<file path="src/design/mma_pkg.sv">
// mma_pkg: shared constants, command and configuration types for the
// multichannel moving average unit. No dependencies.
`timescale 1ns / 1ps

package mma_pkg;

  localparam int WINDOW_LEN   = 16;
  localparam int NUM_CHANNELS = 8;

  localparam int SAMPLE_W  = 16;
  localparam int IN_CH_W   = 4;
  localparam int OUT_CH_W  = 3;
  localparam int AVG_W     = 15;
  localparam int MASK_W    = 8;
  localparam int CFG_IDX_W = 2;
  localparam int CFG_W     = 15;

  localparam int CH_W   = (NUM_CHANNELS > 1) ? $clog2(NUM_CHANNELS) : 1;
  localparam int POS_W  = $clog2(WINDOW_LEN);
  localparam int ADDR_W = CH_W + POS_W;
  localparam int SUM_W  = SAMPLE_W + $clog2(WINDOW_LEN);
  localparam int MAG_W  = SUM_W - 1;
  localparam int RCP_K  = SUM_W + 7;
  localparam int PROD_W = MAG_W + RCP_K;
  localparam logic [RCP_K-1:0] RECIP = RCP_K'((64'd1 << RCP_K) / WINDOW_LEN);

  localparam logic [CFG_IDX_W-1:0] REG_VOLT_MASK = CFG_IDX_W'(0);
  localparam logic [CFG_IDX_W-1:0] REG_SYS_ADC   = CFG_IDX_W'(1);

  typedef enum logic [1:0] {
    OP_SAMPLE,
    OP_TICK,
    OP_BAD
  } op_e;

  typedef struct packed {
    op_e                 op;
    logic [CH_W-1:0]     ch;
    logic [SAMPLE_W-1:0] sample;
  } cmd_t;

  typedef struct packed {
    logic [MASK_W-1:0] volt_mask;
    logic [AVG_W-1:0]  sys_adc;
  } cfg_t;

endpackage

</file>
<file path="src/design/mma_front.sv">
// mma_front: accepts input items and classifies them as sample, tick or bad
// channel commands. Depends on mma_pkg.
`timescale 1ns / 1ps

module mma_front (
  input  logic                         in_valid_i,
  output logic                         in_stall_o,
  input  logic                         mode_i,
  input  logic [mma_pkg::IN_CH_W-1:0]  channel_i,
  input  logic [mma_pkg::SAMPLE_W-1:0] sample_i,
  input  logic                         q_full_i,
  output logic                         push_o,
  output mma_pkg::cmd_t                cmd_o
);
  import mma_pkg::*;

  assign in_stall_o = q_full_i;
  assign push_o     = in_valid_i && !q_full_i;

  always_comb begin
    cmd_o.ch     = channel_i[CH_W-1:0];
    cmd_o.sample = sample_i;
    if (mode_i) begin
      cmd_o.op = OP_TICK;
    end else if (channel_i >= IN_CH_W'(NUM_CHANNELS)) begin
      cmd_o.op = OP_BAD;
    end else begin
      cmd_o.op = OP_SAMPLE;
    end
  end

endmodule

</file>
<file path="src/design/mma_queue.sv">
// mma_queue: two-entry command queue between front and back end.
// Depends on mma_pkg.
`timescale 1ns / 1ps

module mma_queue (
  input  logic          clk_i,
  input  logic          rst_ni,
  input  logic          push_i,
  input  mma_pkg::cmd_t cmd_i,
  output logic          full_o,
  input  logic          pop_i,
  output logic          empty_o,
  output mma_pkg::cmd_t cmd_o
);
  import mma_pkg::*;

  cmd_t       mem_q [2];
  logic       wr_ptr_q, wr_ptr_d;
  logic       rd_ptr_q, rd_ptr_d;
  logic [1:0] cnt_q, cnt_d;

  assign full_o  = (cnt_q == 2'd2);
  assign empty_o = (cnt_q == 2'd0);
  assign cmd_o   = mem_q[rd_ptr_q];

  always_comb begin
    wr_ptr_d = push_i ? !wr_ptr_q : wr_ptr_q;
    rd_ptr_d = pop_i ? !rd_ptr_q : rd_ptr_q;
    cnt_d    = cnt_q + 2'(push_i) - 2'(pop_i);
  end

  always_ff @(posedge clk_i or negedge rst_ni) begin
    if (!rst_ni) begin
      wr_ptr_q <= 1'b0;
      rd_ptr_q <= 1'b0;
      cnt_q    <= 2'd0;
    end else begin
      wr_ptr_q <= wr_ptr_d;
      rd_ptr_q <= rd_ptr_d;
      cnt_q    <= cnt_d;
    end
  end

  always_ff @(posedge clk_i) begin
    if (push_i) begin
      mem_q[wr_ptr_q] <= cmd_i;
    end
  end

endmodule

</file>
<file path="src/design/mma_back.sv">
// mma_back: executes queued commands: sample ring and window sums, tick walk
// with reciprocal divide, and the output register. Depends on mma_pkg.
`timescale 1ns / 1ps

module mma_back (
  input  logic                         clk_i,
  input  logic                         rst_ni,
  input  mma_pkg::cfg_t                cfg_i,
  input  logic                         q_empty_i,
  input  mma_pkg::cmd_t                q_cmd_i,
  output logic                         pop_o,
  output logic                         out_valid_o,
  input  logic                         out_stall_i,
  output logic [mma_pkg::OUT_CH_W-1:0] out_channel_o,
  output logic [mma_pkg::AVG_W-1:0]    average_o,
  output logic                         bad_channel_o,
  output logic                         last_o
);
  import mma_pkg::*;

  localparam logic [2:0] S_IDLE = 3'd0;
  localparam logic [2:0] S_SUM  = 3'd1;
  localparam logic [2:0] S_T0   = 3'd2;
  localparam logic [2:0] S_T1   = 3'd3;
  localparam logic [2:0] S_T2   = 3'd4;

  localparam logic [POS_W-1:0] POS_MAX = POS_W'(WINDOW_LEN - 1);
  localparam logic [MAG_W-1:0] WLEN    = MAG_W'(WINDOW_LEN);

  logic [2:0] state_q, state_d;

  logic [SAMPLE_W-1:0] ring_mem [2**ADDR_W];
  logic [SAMPLE_W-1:0] rd_q;

  logic signed [SUM_W-1:0] sum_q [NUM_CHANNELS];
  logic [POS_W-1:0]        pos_q [NUM_CHANNELS];
  logic [NUM_CHANNELS-1:0] wrapped_q;

  logic [CH_W-1:0]     ch_q, ch_d;
  logic [SAMPLE_W-1:0] smp_q, smp_d;
  logic [MAG_W-1:0]    p_q, p_d;
  logic [MAG_W-1:0]    qe_q, qe_d;

  logic                out_valid_q, out_valid_d;
  logic [OUT_CH_W-1:0] out_ch_q, out_ch_d;
  logic [AVG_W-1:0]    avg_q, avg_d;
  logic                bad_q, bad_d;
  logic                last_q, last_d;

  logic                    out_free;
  logic                    rd_en;
  logic [ADDR_W-1:0]       rd_addr;
  logic                    wr_en;
  logic [ADDR_W-1:0]       wr_addr;
  logic [SAMPLE_W-1:0]     old_smp;
  logic signed [SUM_W-1:0] new_sum;
  logic [SUM_W-1:0]        cur_sum;
  logic [PROD_W-1:0]       prod;
  logic [MAG_W-1:0]        qw;
  logic [MAG_W-1:0]        rem;
  logic [MAG_W-1:0]        quo;
  logic [AVG_W:0]          diff;
  logic [AVG_W-1:0]        result;

  assign out_free = !out_valid_q || !out_stall_i;

  assign rd_addr = {q_cmd_i.ch, pos_q[q_cmd_i.ch]};
  assign wr_addr = {ch_q, pos_q[ch_q]};
  assign old_smp = wrapped_q[ch_q] ? rd_q : '0;
  assign new_sum = sum_q[ch_q]
                 - {{(SUM_W-SAMPLE_W){old_smp[SAMPLE_W-1]}}, old_smp}
                 + {{(SUM_W-SAMPLE_W){smp_q[SAMPLE_W-1]}}, smp_q};

  assign cur_sum = sum_q[ch_q];
  assign prod    = PROD_W'(p_q) * PROD_W'(RECIP);
  assign qw      = qe_q * WLEN;
  assign rem     = p_q - qw;
  assign quo     = (rem >= WLEN) ? qe_q + MAG_W'(1) : qe_q;
  assign diff    = {1'b0, cfg_i.sys_adc} - {1'b0, quo[AVG_W-1:0]};

  always_comb begin
    if (cfg_i.volt_mask[3'(ch_q)]) begin
      result = diff[AVG_W] ? '0 : diff[AVG_W-1:0];
    end else begin
      result = quo[AVG_W-1:0];
    end
  end

  always_comb begin
    state_d     = state_q;
    ch_d        = ch_q;
    smp_d       = smp_q;
    p_d         = p_q;
    qe_d        = qe_q;
    pop_o       = 1'b0;
    rd_en       = 1'b0;
    wr_en       = 1'b0;
    out_valid_d = out_valid_q && out_stall_i;
    out_ch_d    = out_ch_q;
    avg_d       = avg_q;
    bad_d       = bad_q;
    last_d      = last_q;
    case (state_q)
      S_IDLE: begin
        if (!q_empty_i) begin
          case (q_cmd_i.op)
            OP_SAMPLE: begin
              pop_o   = 1'b1;
              rd_en   = 1'b1;
              ch_d    = q_cmd_i.ch;
              smp_d   = q_cmd_i.sample;
              state_d = S_SUM;
            end
            OP_TICK: begin
              pop_o   = 1'b1;
              ch_d    = CH_W'(NUM_CHANNELS - 1);
              state_d = S_T0;
            end
            default: begin
              if (out_free) begin
                pop_o       = 1'b1;
                out_valid_d = 1'b1;
                out_ch_d    = '0;
                avg_d       = '0;
                bad_d       = 1'b1;
                last_d      = 1'b1;
              end
            end
          endcase
        end
      end
      S_SUM: begin
        wr_en   = 1'b1;
        state_d = S_IDLE;
      end
      S_T0: begin
        p_d     = cur_sum[SUM_W-1] ? '0 : cur_sum[MAG_W-1:0];
        state_d = S_T1;
      end
      S_T1: begin
        qe_d    = prod[RCP_K +: MAG_W];
        state_d = S_T2;
      end
      S_T2: begin
        if (out_free) begin
          out_valid_d = 1'b1;
          out_ch_d    = OUT_CH_W'(ch_q);
          avg_d       = result;
          bad_d       = 1'b0;
          last_d      = (ch_q == '0);
          if (ch_q == '0) begin
            state_d = S_IDLE;
          end else begin
            ch_d    = ch_q - CH_W'(1);
            state_d = S_T0;
          end
        end
      end
      default: begin
        state_d = S_IDLE;
      end
    endcase
  end

  always_ff @(posedge clk_i or negedge rst_ni) begin
    if (!rst_ni) begin
      state_q     <= S_IDLE;
      out_valid_q <= 1'b0;
      wrapped_q   <= '0;
      for (int i = 0; i < NUM_CHANNELS; i++) begin
        sum_q[i] <= '0;
        pos_q[i] <= '0;
      end
    end else begin
      state_q     <= state_d;
      out_valid_q <= out_valid_d;
      if (wr_en) begin
        sum_q[ch_q] <= new_sum;
        if (pos_q[ch_q] == POS_MAX) begin
          pos_q[ch_q]     <= '0;
          wrapped_q[ch_q] <= 1'b1;
        end else begin
          pos_q[ch_q] <= pos_q[ch_q] + POS_W'(1);
        end
      end
    end
  end

  always_ff @(posedge clk_i) begin
    ch_q     <= ch_d;
    smp_q    <= smp_d;
    p_q      <= p_d;
    qe_q     <= qe_d;
    out_ch_q <= out_ch_d;
    avg_q    <= avg_d;
    bad_q    <= bad_d;
    last_q   <= last_d;
  end

  always_ff @(posedge clk_i) begin
    if (rd_en) begin
      rd_q <= ring_mem[rd_addr];
    end
    if (wr_en) begin
      ring_mem[wr_addr] <= smp_q;
    end
  end

  assign out_valid_o   = out_valid_q;
  assign out_channel_o = out_ch_q;
  assign average_o     = avg_q;
  assign bad_channel_o = bad_q;
  assign last_o        = last_q;

endmodule

</file>
<file path="src/design/multichannel_moving_average_unit.sv">
// Channel | Handshake             | Payload
// in      | in_valid_i/in_stall_o | mode_i, channel_i, sample_i
// out     | out_valid_o/out_stall_i | out_channel_o, average_o, bad_channel_o, last_o
// cfg     | cfg_valid_i/cfg_ready_o | cfg_index_i, cfg_data_i
//
// A sample item does a ring read, then a sum update and ring write. A tick
// item walks the channels from the highest down to 0 through sum read,
// reciprocal multiply and correction; correction waits on output stalls.
// A bad-channel item waits for a free output. Reset clears sums, ring positions
// and the ring fill flags; no clearing pass. A two-entry queue decouples input
// acceptance from the back end; output stalls hold the back end in place.
// Depends on mma_pkg, mma_front, mma_queue, mma_back.
`timescale 1ns / 1ps

module multichannel_moving_average_unit (
  input  logic                          clk_i,
  input  logic                          rst_ni,
  input  logic                          in_valid_i,
  output logic                          in_stall_o,
  input  logic                          mode_i,
  input  logic [mma_pkg::IN_CH_W-1:0]   channel_i,
  input  logic [mma_pkg::SAMPLE_W-1:0]  sample_i,
  output logic                          out_valid_o,
  input  logic                          out_stall_i,
  output logic [mma_pkg::OUT_CH_W-1:0]  out_channel_o,
  output logic [mma_pkg::AVG_W-1:0]     average_o,
  output logic                          bad_channel_o,
  output logic                          last_o,
  input  logic                          cfg_valid_i,
  output logic                          cfg_ready_o,
  input  logic [mma_pkg::CFG_IDX_W-1:0] cfg_index_i,
  input  logic [mma_pkg::CFG_W-1:0]     cfg_data_i
);
  import mma_pkg::*;

  cfg_t cfg_q;
  logic push;
  logic pop;
  logic q_full;
  logic q_empty;
  cmd_t cmd_in;
  cmd_t cmd_head;

  assign cfg_ready_o = 1'b1;

  always_ff @(posedge clk_i or negedge rst_ni) begin
    if (!rst_ni) begin
      cfg_q <= '0;
    end else if (cfg_valid_i) begin
      case (cfg_index_i)
        REG_VOLT_MASK: cfg_q.volt_mask <= cfg_data_i[MASK_W-1:0];
        REG_SYS_ADC:   cfg_q.sys_adc   <= cfg_data_i[AVG_W-1:0];
        default: begin
        end
      endcase
    end
  end

  mma_front u_front (
    .in_valid_i (in_valid_i),
    .in_stall_o (in_stall_o),
    .mode_i     (mode_i),
    .channel_i  (channel_i),
    .sample_i   (sample_i),
    .q_full_i   (q_full),
    .push_o     (push),
    .cmd_o      (cmd_in)
  );

  mma_queue u_queue (
    .clk_i   (clk_i),
    .rst_ni  (rst_ni),
    .push_i  (push),
    .cmd_i   (cmd_in),
    .full_o  (q_full),
    .pop_i   (pop),
    .empty_o (q_empty),
    .cmd_o   (cmd_head)
  );

  mma_back u_back (
    .clk_i         (clk_i),
    .rst_ni        (rst_ni),
    .cfg_i         (cfg_q),
    .q_empty_i     (q_empty),
    .q_cmd_i       (cmd_head),
    .pop_o         (pop),
    .out_valid_o   (out_valid_o),
    .out_stall_i   (out_stall_i),
    .out_channel_o (out_channel_o),
    .average_o     (average_o),
    .bad_channel_o (bad_channel_o),
    .last_o        (last_o)
  );

endmodule

</file>
<file path="config.mk">
export PLATFORM = sky130hd
export DESIGN_NAME = multichannel_moving_average_unit
export DESIGN_NICKNAME = d
export VERILOG_FILES = /design/src/design/mma_pkg.sv /design/src/design/mma_front.sv /design/src/design/mma_queue.sv /design/src/design/mma_back.sv /design/src/design/multichannel_moving_average_unit.sv
export SDC_FILE = /design/constraint.sdc
export NUM_CORES = 2
export LEC_CHECK = 0
export ABC_AREA = 1
export BUFFER_PORTS_ARGS = -buffer_cell sky130_fd_sc_hd__clkbuf_2
export CORE_MARGIN = 2
export CORE_UTILIZATION = 30
export CTS_CLUSTER_DIAMETER = 80
export DETAILED_ROUTE_END_ITERATION = 7
export PLACE_DENSITY_LB_ADDON = 0.25
export SYNTH_ARGS = -nofsm -noshare
export SYNTH_HDL_FRONTEND = slang
export SYNTH_SLANG_ARGS = --single-unit
</file>
<file path="constraint.sdc">
create_clock -name clk_i -period 8.4 [get_ports clk_i]
set_clock_uncertainty 0.15 [all_clocks]
set_input_delay 0.84 -clock clk_i [delete_from_list [all_inputs] [get_ports clk_i]]
set_output_delay 0.84 -clock clk_i [all_outputs]
set_load 0.03 [all_outputs]
</file>
==> results.py <==
metrics = {
    "setup_path": {
        "critPathArrivalTime_ps": 6830,
        "cp_slowest_stage_delay_ps": 690,
        "rrSetupSlack_ps": 2110,
        "required_ps": 8930,
        "crit_fanout": 11,
        "cp_slowest_cell": "clkinv_1",
        "critPathLaunchType": "flop",
        "criticalPathCategory": "reg2reg",
        "end_kind": "flop",
    },
    "grt": {
        "antenna_found_initial": 10,
        "grt.total_usage_pct": 18.1,
        "grt_first_pass_wirelength_mm": 458,
        "grt_overflow_total": 0,
        "grt_max_degree": 191,
        "grt_pass1_vias": 64900,
    },
    "yosys": {
        "synth_top_family_by_area": "simple AND/OR/NAND/NOR gates",
        "synth_cells": 8328,
        "yosysUniqueCellTypes": 56,
        "synth_fa_ha_area_share_pct": 0.975,
        "syn_area_mm2": 0.100,
        "synth_simple_gate_area_share_pct": 12.0,
        "synth-seq-area-share_pct": 71.1,
        "syn_avg_cell_area_um2": 12.0,
        "synth_compound_area_share_pct": 11.9,
        "muxShareOfSynthArea_pct": 0.0550,
        "synth_seq_cells": 2406,
        "synthXorXnorAreaFrac_pct": 0.376,
        "syn_nets": 8437,
        "yosysWarningCount": 0,
    },
    "route": {
        "num_vias": 67400,
        "drtPass1Iterations": 6,
        "drc": 0,
        "via_per_inst": 5.20,
        "wirelength_mm": 316,
        "antenna_left": 0,
        "first_iter_violations": 8040,
        "wl_per_cell_um": 24.4,
    },
    "placed_design": {
        "place_ws_ps": 2080,
        "port_buffers": 64,
        "post_dp_cell_area_mm2": 0.106,
        "dp_hpwl_mm": 185,
        "place_congestion": 0.859,
    },
    "timing": {
        "setup_ws_ps": 2110,
        "fin_crit_sh_pct": 74.9,
        "fmax_mhz": 159,
        "tns_ps": 0,
        "grt_setup_unrepaired": "no",
        "finalHoldViolCount": 0,
        "slew_headroom_pct": 16.7,
        "slew_viol_final": 0,
        "setup_viol": 0,
        "finalCriticalPeriod_ps": 6290,
        "worstMarginPinSlew_ps": 1250,
        "hold_ws_ps": 61.3,
    },
    "floorplan": {
        "die_height_um": 581,
        "dieWidth_um": 581,
        "core-area_mm2": 0.333,
        "dieArea_mm2": 0.338,
        "pin_count": 66,
        "start_util_pct": 30.1,
        "num_rows": 212,
    },
    "hold_path": {
        "hold_class": "in2reg",
    },
    "outcome": {
        "status": "completed",
    },
    "cts": {
        "root_buffer": "clkbuf_16",
        "cts_max_level": 5,
        "cts_buffers": 267,
        "worstSkewPairLatency_ps": 860,
        "cts_sinks": 2406,
        "cts-resized-gates": 0,
        "cts_tree": "done",
        "clk_pin_slew_ps": 60,
        "cts_max_path_buffers": 4,
    },
    "layout": {
        "final_nets": 8496,
        "syn2layout_area_growth_pct": 14.2,
        "drive_gt1_share_pct": 8.81,
        "stdcell_area_mm2": 0.114,
    },
    "flow_run": {
        "maxCapViolations": 0,
    },
}
## layout by cell type (no fill, tap or decap), types with 7 or more instances in the layout
cell | netlist | routed
a22oi_1 | 19 | 19
inv_1 | 313 | 312
o21ai_0 | 833 | 833
ha_1 | 46 | 46
clkbuf_2 | 1 | 63
clkinv_2 | 1 | 40
a221oi_1 | 22 | 22
xor2_1 | 28 | 28
clkbuf_1 | 274 | 50
edfxtp_1 | 2175 | 2175
xnor2_1 | 15 | 15
o32ai_1 | 416 | 416
o21bai_1 | 103 | 103
fa_1 | 20 | 20
nand2_1 | 786 | 785
dlygate4sd3_1 | 0 | 8
dfrtp_1 | 231 | 231
buf_4 | 18 | 221
a22o_1 | 11 | 11
inv_6 | 0 | 12
clkinv_1 | 5 | 54
nand4_1 | 46 | 46
clkbuf_16 | 0 | 272
a21oi_1 | 64 | 64
bufinv_16 | 0 | 18
o22ai_1 | 250 | 250
nor2_1 | 1986 | 1948
nor3_1 | 13 | 12
clkbuf_8 | 0 | 7
o21ai_1 | 158 | 157
buf_12 | 0 | 29
nor2_2 | 0 | 37
nand3_1 | 186 | 186
## kinds of logic after synthesis
kind of cell	count (synthesis)
AND/OR/NAND/NOR	3053
flip-flops	2406
AO/OA/AOI/OAI	1898
buffers and inverters	856
adder cells (fa/ha/maj)	66
XOR/XNOR	43
multiplexers	5
other	1
## per-stage QoR
stage               util (%)  instances
global route            34.3      13000
global placement        31.8      12500
CTS                     34.3      13000
detailed placement      31.8      12500
finish                  34.3      13000
floorplan                  -       8328
## timing repair
action	4_1_cts	5_1_grt
setup buffers	0	0
hold endpoints to repair	111	0
hold buffers	8	0
setup endpoints to repair	0	0
## area by class of cell
| class | count | area (µm²) |
|---|---|---|
| Fill cell | 32800 | 218000 |
| Sequential cell | 2406 | 71100 |
| Multi-Input combinational cell | 5066 | 25400 |
| Clock buffer | 329 | 7090 |
| Tap cell | 4387 | 5490 |
| Timing Repair Buffer | 322 | 2650 |
| Clock inverter | 135 | 1250 |
| Inverter | 324 | 1230 |
| Antenna cell | 5 | 12.5 |
## state kept, by name, indices dropped and copies added, names as in the netlist, 15 cells and up
signal and cells:
u_back.smp_q 16, u_back.ring_mem 2048, u_back.rd_q 16, u_back.average_o 15, u_back.p_q 15, u_back.pos_q 32, cfg_q 23, u_back.sum_q 160
u_back.qe_q 15, u_queue.mem_q 42
## cells in the mapped netlist (all sizes together)
master | number | area [µm²]
nor4 | 6 | 37.5
o211ai | 3 | 22.5
clkbuf | 275 | 1030
conb | 1 | 3.75
xor2 | 28 | 245
nor3 | 13 | 65.1
nand3 | 191 | 988
buf | 257 | 1440
fa | 20 | 400
nand3b | 3 | 22.5
ha | 46 | 576
a21o | 2 | 15.0
a211oi | 2 | 15.0
mux2 | 4 | 45.0
a21boi | 1 | 7.51
o221ai | 1 | 8.76
o22ai | 250 | 1560
o31ai | 1 | 7.51
o32ai | 416 | 3640
xnor2 | 15 | 131
nor3b | 1 | 12.5
a21oi | 65 | 329
clkinv | 6 | 23.8
a32o | 2 | 20.0
and2 | 4 | 25.0
nor2 | 1989 | 7490
mux2i | 1 | 10.0
nand2 | 792 | 3000
edfxtp | 2175 | 65300
a22o | 11 | 96.3
dfrtp | 231 | 5780
a31oi | 3 | 18.8
o21bai | 103 | 773
o21ai | 993 | 4980
or2 | 8 | 50.1
inv | 318 | 1190
o2111ai | 4 | 35.0
nand4 | 46 | 288
a221oi | 22 | 193
a22oi | 19 | 143
## worst max-delay path, delay by kind of cell (launching register included)
kind            cells  cell delay [ps]
buf+inv             5              980
simple gates        7             1090
compound gates     11             2160
xor+xnor            1              440
flops               1              440
fa+ha+maj           2              860
## routing by layer
metal	vias up	track usage, %	share of wire (%)
li1	30200	-	-
met1	34300	25.1	44
met2	2434	29.3	47
met3	457	2.56	6.5
met4	2	6.11	3.3
met5	-	0	0.0041
## final timing paths
kind | start | endpoint | depth (start not counted)
min | sample_i[2] | u_queue.mem_q[0][2] | 1
min in group asynchronous | rst_ni | cfg_q[14] | 2
max in group asynchronous | rst_ni | u_queue.rd_ptr_q | 3
max | u_back.ch_q[2] | u_back.sum_q[97] | 26
max reg2reg | u_back.ch_q[2] | u_back.sum_q[97] | 26
min reg2reg | u_back.wrapped_q[1] | u_back.wrapped_q[1] | 2
Power is left out: the tool's default activity adds up to more than one toggle a clock period on the data nets, which glitch-free logic cannot reach.
